`src/rtl/core/sle_pkg.sv`:
```
// Shared types and codes of the sorted list engine.
// No dependencies; sle_mem, sle_ctrl and the top level import this package.
package sle_pkg;

  localparam int unsigned ValueW = 32;
  localparam int unsigned CountW = 5;

  typedef enum logic [1:0] {
    KIND_INSERT = 2'd0,
    KIND_SEARCH = 2'd1,
    KIND_DELETE = 2'd2,
    KIND_POP    = 2'd3
  } kind_e;

  typedef enum logic [1:0] {
    ST_OK        = 2'd0,
    ST_NOT_FOUND = 2'd1,
    ST_EMPTY     = 2'd2,
    ST_FULL      = 2'd3
  } status_e;

  typedef struct packed {
    logic [1:0]        kind;
    logic [ValueW-1:0] value;
  } sle_req_t;

  typedef struct packed {
    status_e           status;
    logic [ValueW-1:0] popped_value;
    logic [CountW-1:0] entry_count;
  } sle_res_t;

endpackage

```
`src/rtl/core/sle_if.sv`:
```
// Valid/ready channel interfaces of the sorted list engine: request and response.
// No dependencies.
interface sle_req_if;
  logic               valid;
  logic               ready;
  logic [1:0]         kind;
  logic signed [31:0] value;

  modport source (output valid, output kind, output value, input ready);
  modport sink   (input valid, input kind, input value, output ready);
endinterface

interface sle_rsp_if;
  logic               valid;
  logic               ready;
  logic [1:0]         status;
  logic signed [31:0] popped_value;
  logic [4:0]         entry_count;

  modport source (output valid, output status, output popped_value, output entry_count,
                  input ready);
  modport sink   (input valid, input status, input popped_value, input entry_count,
                  output ready);
endinterface

```
`src/rtl/core/sle_mem.sv`:
```
// Entry store of the sorted list engine: one write port, one read port,
// read data registered. Depends on sle_pkg.
module sle_mem
  import sle_pkg::*;
#(
  parameter int unsigned TABLE_DEPTH = 16,
  localparam int unsigned AddrW = (TABLE_DEPTH > 1) ? $clog2(TABLE_DEPTH) : 1
) (
  input  logic              clk_i,
  input  logic              we_i,
  input  logic [AddrW-1:0]  waddr_i,
  input  logic [ValueW-1:0] wdata_i,
  input  logic              re_i,
  input  logic [AddrW-1:0]  raddr_i,
  output logic [ValueW-1:0] rdata_o
);

  logic [ValueW-1:0] mem_q [TABLE_DEPTH];
  logic [ValueW-1:0] rdata_q;

  always_ff @(posedge clk_i) begin
    if (we_i) begin
      mem_q[waddr_i] <= wdata_i;
    end
  end

  always_ff @(posedge clk_i) begin
    if (re_i) begin
      rdata_q <= mem_q[raddr_i];
    end
  end

  assign rdata_o = rdata_q;

endmodule

```
`src/rtl/core/sle_ctrl.sv`:
```
// Sequencer of the sorted list engine: walks the entry store one entry per
// cycle, shifting entries up on insert and down on delete or pop. Depends on sle_pkg.
module sle_ctrl
  import sle_pkg::*;
#(
  parameter int unsigned TABLE_DEPTH = 16,
  localparam int unsigned AddrW = (TABLE_DEPTH > 1) ? $clog2(TABLE_DEPTH) : 1,
  localparam int unsigned CntW  = $clog2(TABLE_DEPTH + 1)
) (
  input  logic              clk_i,
  input  logic              rst_ni,
  input  logic              req_valid_i,
  output logic              req_ready_o,
  input  sle_req_t          req_i,
  output logic              res_valid_o,
  input  logic              res_ready_i,
  output sle_res_t          res_o,
  output logic              mem_we_o,
  output logic [AddrW-1:0]  mem_waddr_o,
  output logic [ValueW-1:0] mem_wdata_o,
  output logic              mem_re_o,
  output logic [AddrW-1:0]  mem_raddr_o,
  input  logic [ValueW-1:0] mem_rdata_i
);

  typedef enum logic [2:0] {
    S_IDLE,
    S_SCAN,
    S_INS,
    S_INS0,
    S_DONE
  } state_e;

  localparam logic [CntW-1:0] CntFull = CntW'(TABLE_DEPTH);

  state_e            state_q, state_d;
  kind_e             op_q, op_d;
  logic [ValueW-1:0] val_q, val_d;
  logic [CntW-1:0]   cnt_q, cnt_d;
  logic [CntW-1:0]   idx_q, idx_d;
  logic [AddrW-1:0]  didx_q, didx_d;
  logic              rvalid_q, rvalid_d;
  logic              found_q, found_d;
  status_e           status_q, status_d;
  logic [ValueW-1:0] popped_q, popped_d;

  logic [CntW-1:0]   cnt_m1;
  logic              data_eq;
  logic              data_last;
  logic              hit_now;

  assign cnt_m1    = cnt_q - CntW'(1);
  assign data_eq   = (mem_rdata_i == val_q);
  assign data_last = (CntW'(didx_q) == cnt_m1);
  assign hit_now   = (op_q == KIND_POP) ? (didx_q == '0) : data_eq;

  always_comb begin
    state_d     = state_q;
    op_d        = op_q;
    val_d       = val_q;
    cnt_d       = cnt_q;
    idx_d       = idx_q;
    didx_d      = didx_q;
    rvalid_d    = 1'b0;
    found_d     = found_q;
    status_d    = status_q;
    popped_d    = popped_q;
    mem_we_o    = 1'b0;
    mem_waddr_o = '0;
    mem_wdata_o = val_q;
    mem_re_o    = 1'b0;
    mem_raddr_o = idx_q[AddrW-1:0];

    unique case (state_q)
      S_IDLE: begin
        if (req_valid_i) begin
          op_d     = kind_e'(req_i.kind);
          val_d    = req_i.value;
          found_d  = 1'b0;
          popped_d = '0;
          status_d = ST_OK;
          unique case (kind_e'(req_i.kind))
            KIND_INSERT: begin
              if (cnt_q == CntFull) begin
                status_d = ST_FULL;
                state_d  = S_DONE;
              end else if (cnt_q == '0) begin
                state_d = S_INS0;
              end else begin
                // start from the top entry and walk down
                mem_re_o    = 1'b1;
                mem_raddr_o = cnt_m1[AddrW-1:0];
                didx_d      = cnt_m1[AddrW-1:0];
                state_d     = S_INS;
              end
            end
            KIND_SEARCH, KIND_DELETE, KIND_POP: begin
              if (cnt_q == '0) begin
                status_d = (kind_e'(req_i.kind) == KIND_SEARCH) ? ST_NOT_FOUND : ST_EMPTY;
                state_d  = S_DONE;
              end else begin
                mem_re_o    = 1'b1;
                mem_raddr_o = '0;
                idx_d       = CntW'(1);
                didx_d      = '0;
                rvalid_d    = 1'b1;
                state_d     = S_SCAN;
              end
            end
            default: state_d = S_IDLE;
          endcase
        end
      end

      S_SCAN: begin
        // keep one read in flight ahead of the entry under test
        if (idx_q < cnt_q) begin
          mem_re_o    = 1'b1;
          mem_raddr_o = idx_q[AddrW-1:0];
          idx_d       = idx_q + CntW'(1);
          didx_d      = idx_q[AddrW-1:0];
          rvalid_d    = 1'b1;
        end
        if (rvalid_q) begin
          if (op_q == KIND_SEARCH) begin
            if (data_eq) begin
              status_d = ST_OK;
              state_d  = S_DONE;
            end else if (data_last) begin
              status_d = ST_NOT_FOUND;
              state_d  = S_DONE;
            end
          end else begin
            if (found_q) begin
              // close the gap: move this entry one place down
              mem_we_o    = 1'b1;
              mem_waddr_o = didx_q - AddrW'(1);
              mem_wdata_o = mem_rdata_i;
            end else if (hit_now) begin
              found_d  = 1'b1;
              popped_d = (op_q == KIND_POP) ? mem_rdata_i : '0;
            end
            if (data_last) begin
              if (found_q || hit_now) begin
                cnt_d    = cnt_m1;
                status_d = ST_OK;
              end else begin
                status_d = ST_NOT_FOUND;
              end
              state_d = S_DONE;
            end
          end
        end
      end

      S_INS: begin
        mem_we_o    = 1'b1;
        mem_waddr_o = didx_q + AddrW'(1);
        if ($signed(mem_rdata_i) >= $signed(val_q)) begin
          // entry moves up one place; keep walking down
          mem_wdata_o = mem_rdata_i;
          if (didx_q == '0) begin
            state_d = S_INS0;
          end else begin
            mem_re_o    = 1'b1;
            mem_raddr_o = didx_q - AddrW'(1);
            didx_d      = didx_q - AddrW'(1);
          end
        end else begin
          mem_wdata_o = val_q;
          cnt_d       = cnt_q + CntW'(1);
          status_d    = ST_OK;
          state_d     = S_DONE;
        end
      end

      S_INS0: begin
        mem_we_o    = 1'b1;
        mem_waddr_o = '0;
        mem_wdata_o = val_q;
        cnt_d       = cnt_q + CntW'(1);
        status_d    = ST_OK;
        state_d     = S_DONE;
      end

      S_DONE: begin
        if (res_ready_i) begin
          state_d = S_IDLE;
        end
      end

      default: state_d = S_IDLE;
    endcase
  end

  always_ff @(posedge clk_i or negedge rst_ni) begin
    if (!rst_ni) begin
      state_q  <= S_IDLE;
      cnt_q    <= '0;
      rvalid_q <= 1'b0;
      found_q  <= 1'b0;
    end else begin
      state_q  <= state_d;
      cnt_q    <= cnt_d;
      rvalid_q <= rvalid_d;
      found_q  <= found_d;
    end
  end

  always_ff @(posedge clk_i) begin
    op_q     <= op_d;
    val_q    <= val_d;
    idx_q    <= idx_d;
    didx_q   <= didx_d;
    status_q <= status_d;
    popped_q <= popped_d;
  end

  assign req_ready_o        = (state_q == S_IDLE);
  assign res_valid_o        = (state_q == S_DONE);
  assign res_o.status       = status_q;
  assign res_o.popped_value = popped_q;
  assign res_o.entry_count  = CountW'(cnt_q);

  // table never grows past its depth
  a_cnt_bound: assert property (@(posedge clk_i) disable iff (!rst_ni)
    cnt_q <= CntFull)
    else $error("entry count above table depth");

  // writes land at or below the current fill level
  a_write_range: assert property (@(posedge clk_i) disable iff (!rst_ni)
    mem_we_o |-> (CntW'(mem_waddr_o) <= cnt_q))
    else $error("write beyond fill level");

  // a read never hits the entry being written in the same cycle
  a_no_rw_clash: assert property (@(posedge clk_i) disable iff (!rst_ni)
    (mem_we_o && mem_re_o) |-> (mem_waddr_o != mem_raddr_o))
    else $error("read and write to the same entry");

  // a full report only comes from a full table
  a_full_status: assert property (@(posedge clk_i) disable iff (!rst_ni)
    (res_valid_o && status_q == ST_FULL) |-> (cnt_q == CntFull))
    else $error("full status with room left");

  // each insert that ends at the bottom entry grows the table by exactly one
  a_ins_grow: assert property (@(posedge clk_i) disable iff (!rst_ni)
    (state_q == S_INS0) |=> (cnt_q == $past(cnt_q) + CntW'(1)))
    else $error("insert did not grow table by one");

endmodule

```
`src/rtl/core/sorted_list_engine_top.sv`:
```
// Top level of the sorted list engine: sequencer, entry store and response register.
// Depends on sle_pkg, sle_if (sle_req_if, sle_rsp_if), sle_ctrl and sle_mem.
//
//   channel  dir  beat fields                           handshake
//   req_i    in   kind[1:0], value[31:0] signed         valid/ready
//   rsp_o    out  status[1:0], popped_value[31:0] s,    valid/ready
//                 entry_count[4:0]
//
// Sequencing: one request at a time. The single read port of the entry store visits one
//   entry per cycle while the sequencer tests it and, on insert, delete or pop, writes it
//   back one place up or down. Insert into a full table, and delete or pop on an empty
//   one, go straight to the response without a read of the store.
// Reset: rst_ni low clears the entry count and the control state; the store itself
//   needs no clearing since only entries below the count are ever read.
// Stalls: a finished response waits in the output register; the next request is taken
//   meanwhile, and its result waits in the sequencer until the output register frees.
module sorted_list_engine_top
  import sle_pkg::*;
#(
  parameter int unsigned TABLE_DEPTH = 16
) (
  input  logic      clk_i,
  input  logic      rst_ni,
  sle_req_if.sink   req_i,
  sle_rsp_if.source rsp_o
);

  localparam int unsigned AddrW = (TABLE_DEPTH > 1) ? $clog2(TABLE_DEPTH) : 1;

  sle_req_t          req;
  sle_res_t          res;
  logic              res_valid;
  logic              res_ready;

  logic              mem_we;
  logic [AddrW-1:0]  mem_waddr;
  logic [ValueW-1:0] mem_wdata;
  logic              mem_re;
  logic [AddrW-1:0]  mem_raddr;
  logic [ValueW-1:0] mem_rdata;

  logic              out_valid_q;
  sle_res_t          out_q;

  // pack the request beat for the sequencer
  assign req.kind  = req_i.kind;
  assign req.value = req_i.value;

  sle_ctrl #(
    .TABLE_DEPTH (TABLE_DEPTH)
  ) u_ctrl (
    .clk_i       (clk_i),
    .rst_ni      (rst_ni),
    .req_valid_i (req_i.valid),
    .req_ready_o (req_i.ready),
    .req_i       (req),
    .res_valid_o (res_valid),
    .res_ready_i (res_ready),
    .res_o       (res),
    .mem_we_o    (mem_we),
    .mem_waddr_o (mem_waddr),
    .mem_wdata_o (mem_wdata),
    .mem_re_o    (mem_re),
    .mem_raddr_o (mem_raddr),
    .mem_rdata_i (mem_rdata)
  );

  sle_mem #(
    .TABLE_DEPTH (TABLE_DEPTH)
  ) u_mem (
    .clk_i   (clk_i),
    .we_i    (mem_we),
    .waddr_i (mem_waddr),
    .wdata_i (mem_wdata),
    .re_i    (mem_re),
    .raddr_i (mem_raddr),
    .rdata_o (mem_rdata)
  );

  // Response register: load a finished result when empty or being drained,
  // drop the held beat once the sink takes it.
  assign res_ready = !out_valid_q || rsp_o.ready;

  always_ff @(posedge clk_i or negedge rst_ni) begin
    if (!rst_ni) begin
      out_valid_q <= 1'b0;
    end else if (res_valid && res_ready) begin
      out_valid_q <= 1'b1;
    end else if (rsp_o.ready) begin
      out_valid_q <= 1'b0;
    end
  end

  always_ff @(posedge clk_i) begin
    if (res_valid && res_ready) begin
      out_q <= res;
    end
  end

  assign rsp_o.valid        = out_valid_q;
  assign rsp_o.status       = out_q.status;
  assign rsp_o.popped_value = out_q.popped_value;
  assign rsp_o.entry_count  = out_q.entry_count;

endmodule
```
`src/flat_wrapper.sv`:
```
// flat-port wrapper written by rule: the top's interface ports become plain ports
module sorted_list_engine_top_flat import sle_pkg::*;
#(
  parameter int unsigned TABLE_DEPTH = 16
)
  (clk_i, rst_ni, req_i_valid, req_i_kind, req_i_value, req_i_ready, rsp_o_valid, rsp_o_status, rsp_o_popped_value, rsp_o_entry_count, rsp_o_ready);
  sle_req_if req_i_i ();
  sle_rsp_if rsp_o_i ();
  input  logic clk_i;
  input  logic rst_ni;
  input wire logic [$bits(req_i_i.valid)-1:0] req_i_valid;
  input wire logic [$bits(req_i_i.kind)-1:0] req_i_kind;
  input wire logic [$bits(req_i_i.value)-1:0] req_i_value;
  output wire logic [$bits(req_i_i.ready)-1:0] req_i_ready;
  output wire logic [$bits(rsp_o_i.valid)-1:0] rsp_o_valid;
  output wire logic [$bits(rsp_o_i.status)-1:0] rsp_o_status;
  output wire logic [$bits(rsp_o_i.popped_value)-1:0] rsp_o_popped_value;
  output wire logic [$bits(rsp_o_i.entry_count)-1:0] rsp_o_entry_count;
  input wire logic [$bits(rsp_o_i.ready)-1:0] rsp_o_ready;
  assign req_i_i.valid = req_i_valid;
  assign req_i_i.kind = req_i_kind;
  assign req_i_i.value = req_i_value;
  assign req_i_ready = req_i_i.ready;
  assign rsp_o_valid = rsp_o_i.valid;
  assign rsp_o_status = rsp_o_i.status;
  assign rsp_o_popped_value = rsp_o_i.popped_value;
  assign rsp_o_entry_count = rsp_o_i.entry_count;
  assign rsp_o_i.ready = rsp_o_ready;
  sorted_list_engine_top #(.TABLE_DEPTH(TABLE_DEPTH)) u_core (.clk_i(clk_i), .rst_ni(rst_ni), .req_i(req_i_i), .rsp_o(rsp_o_i));
endmodule
```
`config.mk`:
```
export PLATFORM = sky130hd
export DESIGN_NAME = sorted_list_engine_top_flat
export DESIGN_NICKNAME = d
export VERILOG_FILES = /design/src/rtl/core/sle_pkg.sv /design/src/rtl/core/sle_if.sv /design/src/rtl/core/sle_mem.sv /design/src/rtl/core/sle_ctrl.sv /design/src/rtl/core/sorted_list_engine_top.sv /design/src/flat_wrapper.sv
export SDC_FILE = /design/constraint.sdc
export NUM_CORES = 1
export LEC_CHECK = 0
export BUFFER_PORTS_ARGS = -buffer_cell sky130_fd_sc_hd__buf_4
export CAP_MARGIN = 20
export CORE_MARGIN = 5
export CORE_UTILIZATION = 35
export CTS_CLUSTER_DIAMETER = 30
export DETAILED_ROUTE_END_ITERATION = 8
export GPL_ROUTABILITY_DRIVEN = 0
export SLEW_MARGIN = 20
export SYNTH_ARGS = -nofsm -noshare
export SYNTH_HDL_FRONTEND = slang
export SYNTH_SLANG_ARGS = --single-unit
```
`constraint.sdc`:
```
create_clock -name clk_i -period 12.5 [get_ports clk_i]
set_input_delay 0 -clock clk_i [delete_from_list [all_inputs] [get_ports clk_i]]
set_output_delay 0 -clock clk_i [all_outputs]
set_load 0.01 [all_outputs]
```
* Word level (Yosys, flattened, before mapping)
Memory sizes are Yosys's and may differ from the RTL's. A register that Yosys moved wholly into a read port is not among the register bits.
Cells that the tools add are included.
** Cells by class
- $add $sub $neg :: 5
- $lt $le $gt $ge :: 2
- Equal/unequal tests :: 32
- Muxes and demuxes :: 96
- Reductions and logical operators :: 23
** Operators by type and width (number)
- 2-to-1 mux 32 bit :: 10
- case mux 32 bit (2 select lines) :: 2
- 2-to-1 mux 4 bit :: 16
- 2-to-1 mux 5 bit :: 9
- equality test 32 bit :: 1
- greater-or-equal comparator 32 bit :: 1
- case mux 4 bit (2 select lines) :: 4
- 2-to-1 mux 3 bit :: 10
- inequality test 2 bit (second input constant) :: 13
- 2-to-1 mux 1 bit :: 23
- 2-to-1 mux 2 bit :: 10
- inequality test 3 bit (second input constant) :: 6
- AND reduction 6 bit :: 3
- case mux 3 bit (5 select lines) :: 1
- case mux 5 bit (3 select lines) :: 1
- case mux 4 bit (3 select lines) :: 1
- adder 5 x 1 -> 5 bit (second input constant) :: 2
- case mux 5 bit (2 select lines) :: 1
- case mux 1 bit (2 select lines) :: 4
- case mux 2 bit (4 select lines) :: 1
- AND reduction 4 bit :: 2
- AND reduction 8 bit :: 1
- equality test 2 bit (second input constant) :: 3
- equality test 3 x 2 -> 1 bit (second input constant) :: 2
- other kinds (27) :: 31
** Word-level totals
- Flip-flop bits (word level) :: 127
- Memory bits (writable) :: 512
- Bits of input ports :: 38
- Output and inout port bits :: 41
- Logic and storage cells :: 173
- Memories kept :: 1
** Memories
- u_core.u_mem.mem_q :: depth 16, width 32, rd ports 1, clocked after memory_dff 1, write ports 1, RTL line sle_mem.sv:18 : logic [ValueW-1:0] mem_q [TABLE_DEPTH];

* Longest topological paths before layout
- Word-level depth :: 8
- Gate-level depth with buffers :: 18
- Gate-level depth less buffers :: 12

* By module
A second synthesis with hierarchy kept.
** Second synthesis, totals
- Cells, all modules :: 1398
- Area, all modules :: 26615.5 um2
** Modules (own cells, without submodules)
- sle_mem :: instances 1, cells an instance 838, area an instance 20155.6 um2, seq. area each 16335.7 um2
- sle_ctrl :: instances 1, cells an instance 517, area an instance 5235.0 um2, seq. area each 2562.5 um2
- sorted_list_engine_top :: instances 1, cells an instance 43, area an instance 1224.9 um2, seq. area each 1196.1 um2

* Least setup slack after synthesis
OpenSTA, ideal clock, no wires.
- Path type :: register -> register
- Start :: reg u_core.u_mem.rdata_q[31], in the netlist u_core.u_mem.rdata_o[31], read port of u_core.u_mem.mem_q
- End :: reg u_core.u_ctrl.popped_q[0], enable pin
- Library setup time :: 0.466 ns
- Arrival :: 4.305 ns
- Data required time :: 12.034 ns
- Setup slack :: 7.730 ns
- Cell stages (with the launch flop) :: 9
- Path buffers :: 0
- Path through :: edfxtp_1 -> ha_1 -> nand4_1 -> nor4_2 -> nand3_1 -> a21oi_1 -> a31oi_1 -> or4_1 -> o21ai_0
** On the way
- Cells in the longest elaborated chain, start to end :: 4
** Ends and longest elaborated chain
- start: declaration :: RTL line sle_mem.sv:19 : logic [ValueW-1:0] rdata_q;
- equality test 32 bit :: RTL line sle_ctrl.sv:53 : assign data_eq = (mem_rdata_i == val_q);
- 2-to-1 mux 1 bit :: RTL line sle_ctrl.sv:55 : assign hit_now = (op_q == KIND_POP) ? (didx_q == '0) : data_eq;
- inequality test 2 bit (no source line)
- AND reduction 6 bit (no source line)
- end signal: assignment :: RTL line sle_ctrl.sv:216 : popped_q <= popped_d;
- end: declaration :: RTL line sle_ctrl.sv:45 : logic [ValueW-1:0] popped_q, popped_d;
No other way between the ends.
A chain may end at the register's enable or synchronous reset.

* Worst setup path after layout
- Start :: reg u_core.u_mem.rdata_q[10], in the netlist u_core.u_mem.rdata_o[10], read port of u_core.u_mem.mem_q
- End :: reg u_core.u_mem.rdata_q[11], in the netlist u_core.u_mem.rdata_o[11], read port of u_core.u_mem.mem_q, data pin
** On the way
- Cells in the longest elaborated chain, start to end :: 3
- Elaborated cells between the ends (all ways) :: 5
- Classes of those cells :: order compare: 1; mux: 4
** Ends and longest elaborated chain
- greater-or-equal comparator 32 bit (*) :: RTL line sle_ctrl.sv:159 : if ($signed(mem_rdata_i) >= $signed(val_q)) begin
- 2-to-1 mux 1 bit / 2-to-1 mux 4 bit (equally long branches) :: RTL line sle_ctrl.sv:159
- case mux 1 bit (3 select lines) / case mux 4 bit (2 select lines) (equally long branches) :: RTL line sle_ctrl.sv:74 : unique case (state_q)
Mark *: on every way between the ends. The rest lies on a longest branch, timed or not.

==> flow_summary.json <==
{
  "slowest_stage": "nor4_1",
  "syn_area_mm2": 0.0286,
  "multi_input_area_mm2": 0.00739,
  "root_buffer": "clkbuf_16",
  "report.final.setup_viol": 0,
  "totalWireLength_um": 77600,
  "io_buffers": 78,
  "worst_setup_path_start_kind": "flop",
  "drc_errors": 0,
  "cts_tree": "done",
  "dieHeight_um": 296,
  "fmax_mhz": 168,
  "worst-setup-path-type": "reg -> reg",
  "worst-endpoint-arrival_ps": 6390,
  "die-area_mm2": 0.0874,
  "antenna_found_initial": 2,
  "yosys-top-cells-area": "edfxtp_1 (69%), mux2i_1 (4.5%), o2111ai_1 (3.9%)",
  "regArea_mm2": 0.0201,
  "synth_area_leader_cell": "edfxtp_1",
  "ys_types": 66,
  "post-route-period-util_pct": 47.7,
  "ys_warn_count": 0,
  "vias": 18000,
  "drv_slew": 0,
  "start_util_pct": 35.4,
  "cts_sinks": 671,
  "postCtsSetupBuffers": 0,
  "fillers": 7095,
  "vias_per_cell": 5.57,
  "met1_length_um": 32000,
  "h-tree-depth": 4,
  "hold_violations": 0,
  "clock_path_buffers": 3,
  "worstMarginPinSlew_ps": 1210,
  "avgSynthCellArea_um2": 15.0,
  "clk_latency_ps": 710,
  "cts_resized": 0,
  "syn_inst": 1906,
  "grt_pass1_vias": 18200,
  "fin_area_mm2": 0.0353,
  "drive_above_1_share_pct": 17.7,
  "die_w_um": 296,
  "wl_met2_um": 37600,
  "ys_ff_latch": 671,
  "wl_met3_um": 6010,
  "dpl.hpwl_um": 41600,
  "drt_pass1_iterations": 5,
  "required_ps": 12930,
  "ys_seq_area_share_pct": 70.4,
  "wire_per_inst_um": 24.1,
  "synth_edf_count": 660,
  "status": "complete, no violations",
  "ant_nets": 0,
  "placed_cell_area_mm2": 0.0303,
  "ir_drop_v": 0.000364,
  "maxUsedRoutingLayer": "met4",
  "async_flop_share_pct": 1.64,
  "grt_pass1_wl_um": 116000,
  "core_area_mm2": 0.0807,
  "p_per_area_mw_per_mm2": 279,
  "area_growth_pct": 23.6,
  "synth_top_cell_area_share_pct": 69.4,
  "crit_fanout": 64,
  "fp-row-count": 104,
  "synthFlopType": "edfxtp_1",
  "crit_chain": "ha_1, nand3_1, nor4_1, nand3_1, nand2_1, or3_1, nand3_4, o221a_2, buf_4, nor2_4, buf_4, a221o_1, o22ai_1",
  "grt_max_degree": 159,
  "path_clk_slew_ps": 50,
  "fin_crit_ps": 5960,
  "fin_util_pct": 43.7,
  "diodes": 0,
  "power.leakage_uw": 0.0125,
  "synth_fp_nets": 1986,
  "cpPeakStageDelay_ps": 940,
  "fin_setup_tns_ps": 0,
  "end_kind": "flop",
  "cap_violations": 0,
  "cp_num_buf_inv": 2,
  "cts_buffers": 134,
  "grt_overflow": 0,
  "whs_ps": 32.5,
  "slew_headroom_pct": 19.0,
  "rsz0062_at_grt": "false",
  "hp-class": "in -> reg",
  "layout.nets": 2142,
  "ios": 79,
  "skew_ps": 32.3,
  "track_usage_pct": 17.5,
  "drtIter0Drc": 1877,
  "path_delay_family": "simple AND/OR/NAND/NOR gates"
}
metrics by stage:
stage | setup WS (ps) | total power [uW] | instances
finish | 6540 | 9840 | 3226
global route | 6380 | 10300 | 3226
CTS | 6550 | 9850 | 3226
detailed placement | 6570 | 6350 | 2934
global placement | 6730 | 6260 | 2934
floorplan | 7730 | 5340 | 1906
area by class of cell:
type	count	share of cell area, %
Clock buffer	149	9.78
Clock inverter	91	2.81
Multi-Input combinational cell	915	20.9
Tap cell	1060	3.76
Sequential cell	671	56.9
Inverter	175	1.86
Timing Repair Buffer	165	3.91
sequential cells by signal (all words and copies together), names as in the netlist:
register                   count
u_core.u_ctrl.rvalid_q         1
u_core.u_ctrl.state_q          3
u_core.u_mem.rdata_o          32
u_core.u_ctrl.popped_q        32
u_core.u_ctrl.found_q          1
u_core.u_ctrl.val_q           32
u_core.rsp_o.entry_count       5
u_core.u_ctrl.cnt_q            5
u_core.u_ctrl.op_q             2
u_core.u_ctrl.idx_q            5
u_core.u_mem.mem_q           512
u_core.u_ctrl.status_q         2
u_core.rsp_o.status            2
u_core.rsp_o.valid             1
u_core.u_ctrl.didx_q           4
u_core.rsp_o.popped_value     32
layer usage:
metal | global-route usage [%] | vias to the layer above
li1 | - | 7926
met1 | 23.0 | 9112
met2 | 28.9 | 784
met3 | 4.19 | 151
met4 | 6.10 | 0
met5 | 0 | -
cell usage in the layout (no fill, tap or decap), drive strengths merged, types with 6 or more instances in the layout:
cell,synthesis,routed
clkinvlp,0,10
mux2i,128,128
dfrtp,11,11
o21ai,25,25
o211ai,132,132
nor3,8,8
and3,6,6
inv,175,185
mux2,31,31
a221o,64,64
a21oi,89,89
bufinv,0,14
clkbuf,108,149
edfxtp,660,660
o2111ai,126,126
clkinv,0,57
buf,37,113
o22ai,33,33
xnor2,12,12
ha,42,42
and2,37,37
nand3,15,15
nand2b,7,7
nor2,48,48
nand4,10,10
nand2,40,40
dlygate4sd3,0,52
final timing paths:
check / cells past startpoint / start / slack (ps) / end
max: 13 / u_core.u_mem.rdata_o[10] / 6540 / u_core.u_mem.rdata_o[11]
min: 2 / req_i_value[4] / 30 / u_core.u_ctrl.val_q[4]
max reg2reg: 13 / u_core.u_mem.rdata_o[10] / 6540 / u_core.u_mem.rdata_o[11]
min reg2reg: 0 / u_core.u_ctrl.popped_q[17] / 410 / u_core.rsp_o.popped_value[17]
max in group asynchronous: 3 / rst_ni / 11790 / u_core.u_ctrl.cnt_q[0]
min in group asynchronous: 3 / rst_ni / 350 / u_core.rsp_o.valid
Yosys cell counts, drive strengths merged (31+ instances only):
master / instances
edfxtp: 660
ha: 42
a21oi: 89
clkbuf: 108
nand2: 40
o2111ai: 126
a221o: 64
o22ai: 33
buf: 37
inv: 175
mux2i: 128
o211ai: 132
nor2: 48
and2: 37
mux2: 31
report_power, final:
| group | leakage [uW] | switching, uW | internal [uW] |
|---|---|---|---|
| combinational | 0.00422 | 2140 | 1090 |
| clock | 0.00214 | 1190 | 2280 |
| sequential | 0.00613 | 185 | 2950 |
| total | 0.0125 | 3510 | 6330 |
cell families (layout without fill, tap and decap cells):
kind of cell             after synthesis  in the layout  share of synthesized area [%]
XOR/XNOR                              17             17                          0.521
adder cells (fa/ha/maj)               42             42                           1.84
AO/OA/AOI/OAI                        506            506                           13.5
multiplexers                         161            161                           5.87
buffers and inverters                320            580                           4.58
flip-flops                           671            671                           70.4
AND/OR/NAND/NOR                      189            189                           3.35
what timing repair did:
item / 4_1_cts / 5_1_grt
hold buffers: 52 / 0
endpoints found under the hold margin: 57 / 0
setup endpoints to repair: 0 / 0
Note: power is estimated with default switching activity, not from simulation.
